File: src/hdl/bce_pkg.sv
`default_nettype none

package bce_pkg;

  localparam int unsigned COORD_W = 32;
  localparam int unsigned PARAM_W = 17;
  localparam int unsigned DIFF_W  = COORD_W + 1;
  localparam int unsigned PROD_W  = DIFF_W + PARAM_W + 1;
  localparam int unsigned FRAC_W  = 16;

  localparam logic [PARAM_W-1:0] ONE_Q16 = PARAM_W'(65536);
  localparam logic [PARAM_W-1:0] ZERO_T  = '0;

  typedef enum logic {
    ORDER_QUAD  = 1'b0,
    ORDER_CUBIC = 1'b1
  } curve_order_t;

  typedef logic signed [COORD_W-1:0] coord_t;
  typedef logic [PARAM_W-1:0] param_t;

  typedef struct packed {
    logic diff;
    logic mult;
    logic sum;
  } lerp_en_t;

endpackage

`default_nettype wire

File: src/hdl/bce_lerp.sv
`default_nettype none

module bce_lerp (
  input  wire logic                clk,
  input  wire bce_pkg::lerp_en_t   en,
  input  wire bce_pkg::coord_t     a,
  input  wire bce_pkg::coord_t     b,
  input  wire bce_pkg::param_t     t,
  output bce_pkg::coord_t          y
);

  logic signed [bce_pkg::DIFF_W-1:0] d;
  bce_pkg::coord_t                   a1;
  bce_pkg::param_t                   t1;
  logic signed [bce_pkg::PROD_W-1:0] prod;
  bce_pkg::coord_t                   a2;

  // The step is a + floor(t * (b - a) / 2^16), which equals the convex form exactly.
  always_ff @(posedge clk) begin
    if (en.diff) begin
      d  <= bce_pkg::DIFF_W'(b) - bce_pkg::DIFF_W'(a);
      a1 <= a;
      t1 <= t;
    end
    if (en.mult) begin
      prod <= $signed({1'b0, t1}) * d;
      a2   <= a1;
    end
    if (en.sum) begin
      y <= a2 + prod[bce_pkg::FRAC_W + bce_pkg::COORD_W - 1:bce_pkg::FRAC_W];
    end
  end

endmodule

`default_nettype wire

File: config.mk
export PLATFORM = sky130hd
export DESIGN_NAME = bce_lerp
export DESIGN_NICKNAME = d
export VERILOG_FILES = /design/src/hdl/bce_pkg.sv /design/src/hdl/bce_lerp.sv
export SDC_FILE = /design/constraint.sdc
export NUM_CORES = 2
export LEC_CHECK = 0
export BUFFER_PORTS_ARGS = -buffer_cell sky130_fd_sc_hd__buf_2
export CAP_MARGIN = 20
export CORE_ASPECT_RATIO = 1.25
export CORE_MARGIN = 3
export CORE_UTILIZATION = 65
export CTS_CLUSTER_DIAMETER = 30
export CTS_CLUSTER_SIZE = 24
export DETAILED_ROUTE_END_ITERATION = 7
export GPL_TIMING_DRIVEN = 0
export MAX_ROUTING_LAYER = met4
export PLACE_DENSITY = 0.92
export SYNTH_ARGS = -nofsm -noshare
export SYNTH_HDL_FRONTEND = slang
export SYNTH_SLANG_ARGS = --single-unit
File: constraint.sdc
create_clock -name clk -period 8 [get_ports clk]
set_input_delay 1.6 -clock clk [delete_from_list [all_inputs] [get_ports clk]]
set_output_delay 1.6 -clock clk [all_outputs]
set_load 0.01 [all_outputs]
==> results by group <==
Floorplan
  • CORE AREA: 0.0403 mm2
  • Die area: 0.0436 mm2
  • # rows: a little over 80
  • Initial Util: between 60% and 70%
  • # IOs: 117
  • Die width: 187 um
  • Height of the die: approximately 230 um

Critical path
  • CP Class: reg2reg
  • WP data required: about 8.2 ns
  • Critical Path Start: d[14]
  • R2R cell count: 22
  • CP dominant cell by count: fa_1
  • Crit-path max FO: 10
  • Worst r2r src: d[14]
  • WP data arrival: between 7 and 8 ns
  • Crit start category: register
  • Worst Setup End Kind: register
  • Worst-case register-to-register setup slack: around 0.34 ns
  • R2R Path End: prod[43]
  • Crit-path cells: clkbuf_1, nand2_1, fa_1, inv_1, fa_1, fa_1, fa_1, fa_1, inv_1, fa_1, inv_1, ha_1, a21o_1, a21oi_1, o21ai_0, or2_1, o221ai_1, a21oi_1, or2_2, a21o_1, a211oi_1, nor2_1
  • CP max-delay cell: edfxtp_1
  • Slowest cell delay on critical path: roughly 0.7 ns

Timing
  • Worst Clk Skew: between 0.015 and 0.02 ns
  • Part of the cycle the worst path needs: between 90% and 100%
  • Fin crit period: around 7.7 ns
  • Final setup TNS: 0 ns
  • Worst slew margin: a little over a third
  • Max Slew Vio Count: 0
  • RSZ-0062 raised after global routing: false
  • Fmax: 131 MHz
  • Hold Fails Final Rpt: 0
  • Setup violations, final: 0
  • Actual slew at the worst max-slew pin: between 0.9 and 1 ns

Clock tree
  • Insertion delay to the later sink of the worst-skew pair: approximately 0.48 ns
  • Clock Path Buffers: 2
  • CTS buffer count: 17
  • Root buf cell: clkbuf_16
  • H-tree depth: 4
  • Clock transition at the registers of the reported paths: 0.08 ns
  • Hold buffers post-CTS: 0
  • CTS tree: done
  • Clock sink count: about 180

Logic synthesis
  • FF+latch count, synth: 178
  • Unique masters post-synth: 56
  • Mapped Nets: ~3,400
  • Mean area per synthesized cell: 10.0 um2
  • Synth Flop Type: edfxtp_1
  • Post-synthesis async set-or-reset flop share: 0%
  • Synth area leaders: fa_1 39%, edfxtp_1 20%, inv_1 9.3%
  • Mapped Area: between 0.02 and 0.03 mm2
  • Seq/Total Area, Yosys: 20.0%
  • Ys Warns: 0
  • Area share of the leading cell type in the synthesized netlist: between 30% and 40%
  • Cell taking the most area after synthesis: fa_1
  • Cells after synthesis: approximately 2,700
  • Post-synth EDFFs: ~180

Placement
  • HPWL after detailed placement: around 61,000 um
  • Port bufs: between 100 and 150
  • RD Place Congestion: between 1 and 1.5
  • Placed insts: about 3,300

Outcome
  • Status: complete, no violations

Hold path
  • Hold Crit Endpoint: a2[27]
  • Hold Startpoint: a1[27]
  • Worst min path class: reg2reg
  • WHS Path Cells: 0

Route
  • First-pass DRT Iterations: 6
  • Residual DRC: 0
  • DR iter-0 viols: 1,549
  • Vias per Instance: 5.78
  • WL per Instance: between 20 and 25 um
  • DR vias: 19,400
  • DRT Wirelength: between 70,000 and 80,000 um
  • Post-route ant nets: 0

Global route
  • GRT overflow: 0
  • Vias in the first global route: roughly 22,000
  • First-pass GRT wire length: between 100,000 and 150,000 um
  • Largest net degree at the start of global routing: 65
  • GRT Util Overall: 36.8%
  • Initial antenna violation count: 2

Final layout
  • Layout-stage area growth over the synthesis result: 7.37%
  • Seq. cell area: about 0.0053 mm2
  • Area of the multi-input gates: 0.0186 mm2
  • Share of cells above drive strength 1: roughly 6.4%
  • Filler cell count in the final layout: around 3,000
  • Final instance count without filler cells: roughly 3,400
  • Final #Nets: approximately 3,600

Run
  • Max-cap violations: 0
final cells by class:
cell class                      instances  area share, %
Sequential cell                       178           18.6
Inverter                              663           8.67
Clock buffer                           17           1.48
Antenna cell                            4         0.0349
Timing Repair Buffer                  117           2.14
Clock inverter                         15          0.706
Multi-Input combinational cell       1738           64.8
Tap cell                              546           2.38
Buffer                                 86           1.20
routing by layer:
layer	vias up	wire length [um]	global-route usage [%]	part of all wire [%]
met3	344	4980	6.95	6.7
met5	-	0	-	0
met2	949	37400	62.5	50
li1	8335	-	-	-
met1	9821	24600	37.7	33
met4	0	7160	28.3	9.7
layout by cell type, fill, tap and decap left out, types with 4 or more instances in the layout:
cell type and instances:
a2111oi_0 4, a211oi_1 6, a21boi_0 4, a21o_1 46, a21oi_1 68, a31oi_1 9, and2_1 300, and3_1 9
and4_1 4, buf_2 114, clkbuf_1 69, clkbuf_16 17, clkbuf_2 17, clkinv_8 4, diode_2 4, edfxtp_1 178
fa_1 516, ha_1 173, inv_1 663, inv_8 5, nand2_1 290, nand2b_1 11, nand3_1 13, nand4_1 9
nor2_1 37, nor2b_1 12, nor3_1 15, o2111ai_1 5, o21a_1 14, o21ai_0 35, o21ai_1 9, o21bai_1 10
xnor2_1 70, xor2_1 27
per-stage QoR:
step                hold WS (ns)  worst slack, ns  area, um2  utilization [%]
floorplan                  0.400             1.71      26700                -
global placement           0.401            0.231      28000             69.4
detailed placement         0.405            0.116      28000             69.5
CTS                        0.423           0.0696      28600             71.1
global route               0.430           0.0781      28700             71.2
finish                     0.423            0.342      28700             71.2
Yosys cell counts, types with 2 or more instances:
library cell,number
a2111oi_0,4
a211oi_1,6
a21boi_0,4
a21o_1,46
a21oi_1,68
a221o_1,3
a221oi_1,3
a221oi_2,2
a31oi_1,9
and2_1,300
and3_1,9
and4_1,4
clkbuf_1,86
edfxtp_1,178
fa_1,516
ha_1,173
inv_1,663
nand2_1,290
nand2b_1,11
nand3_1,13
nand3b_1,3
nand4_1,9
nor2_1,37
nor2b_1,12
nor3_1,15
nor3b_1,3
nor4_1,2
o2111ai_1,5
o21a_1,14
o21ai_0,35
o21ai_1,9
o21bai_1,10
o31ai_1,2
o31ai_2,2
or2_2,2
or4_4,2
xnor2_1,70
xor2_1,27
worst max path at each step:
stage | to | depth (start not counted)
6_report | prod[43] | 22
5_1_grt | prod[47] | 23
4_1_cts | prod[45] | 21
3_5_place_dp | prod[45] | 21
3_3_place_gp | prod[45] | 21
2_1_floorplan | prod[43] | 23
sequential cells by signal (all words and copies together) (netlist names):
name	flops
d	33
a1	32
a2	32
prod	32
y	32
t1	17
critical path: cells and delay by family (launching register included):
kind                       cells  cell delay [ns]
DFF                            1             0.70
and+or+nand+nor                4             0.93
adders and majority gates      7             3.39
AOI/OAI and AO/OA              7             1.60
buffers and inverters          4             0.75
cells by family (layout without fill, tap and decap cells):
group                      count (synthesis)  after routing  share of synthesized area (%)
DFF                                      178            178                           20.0
xor gates and xnor gates                  97             97                           3.18
buffers and inverters                    749            898                           10.5
adders and majority gates                689            689                           46.8
other                                      0              4                              0
AOI/OAI and AO/OA                        236            236                           5.87
and+or+nand+nor                          716            716                           13.7
what timing repair did:
item                       4_1_cts  5_1_grt
setup endpoints to repair        0        7
resized for setup                0       42
setup buffers                    0        0
Power is left out: the tool's default activity adds up to more than one toggle a clock period on the data nets, which glitch-free logic cannot reach.
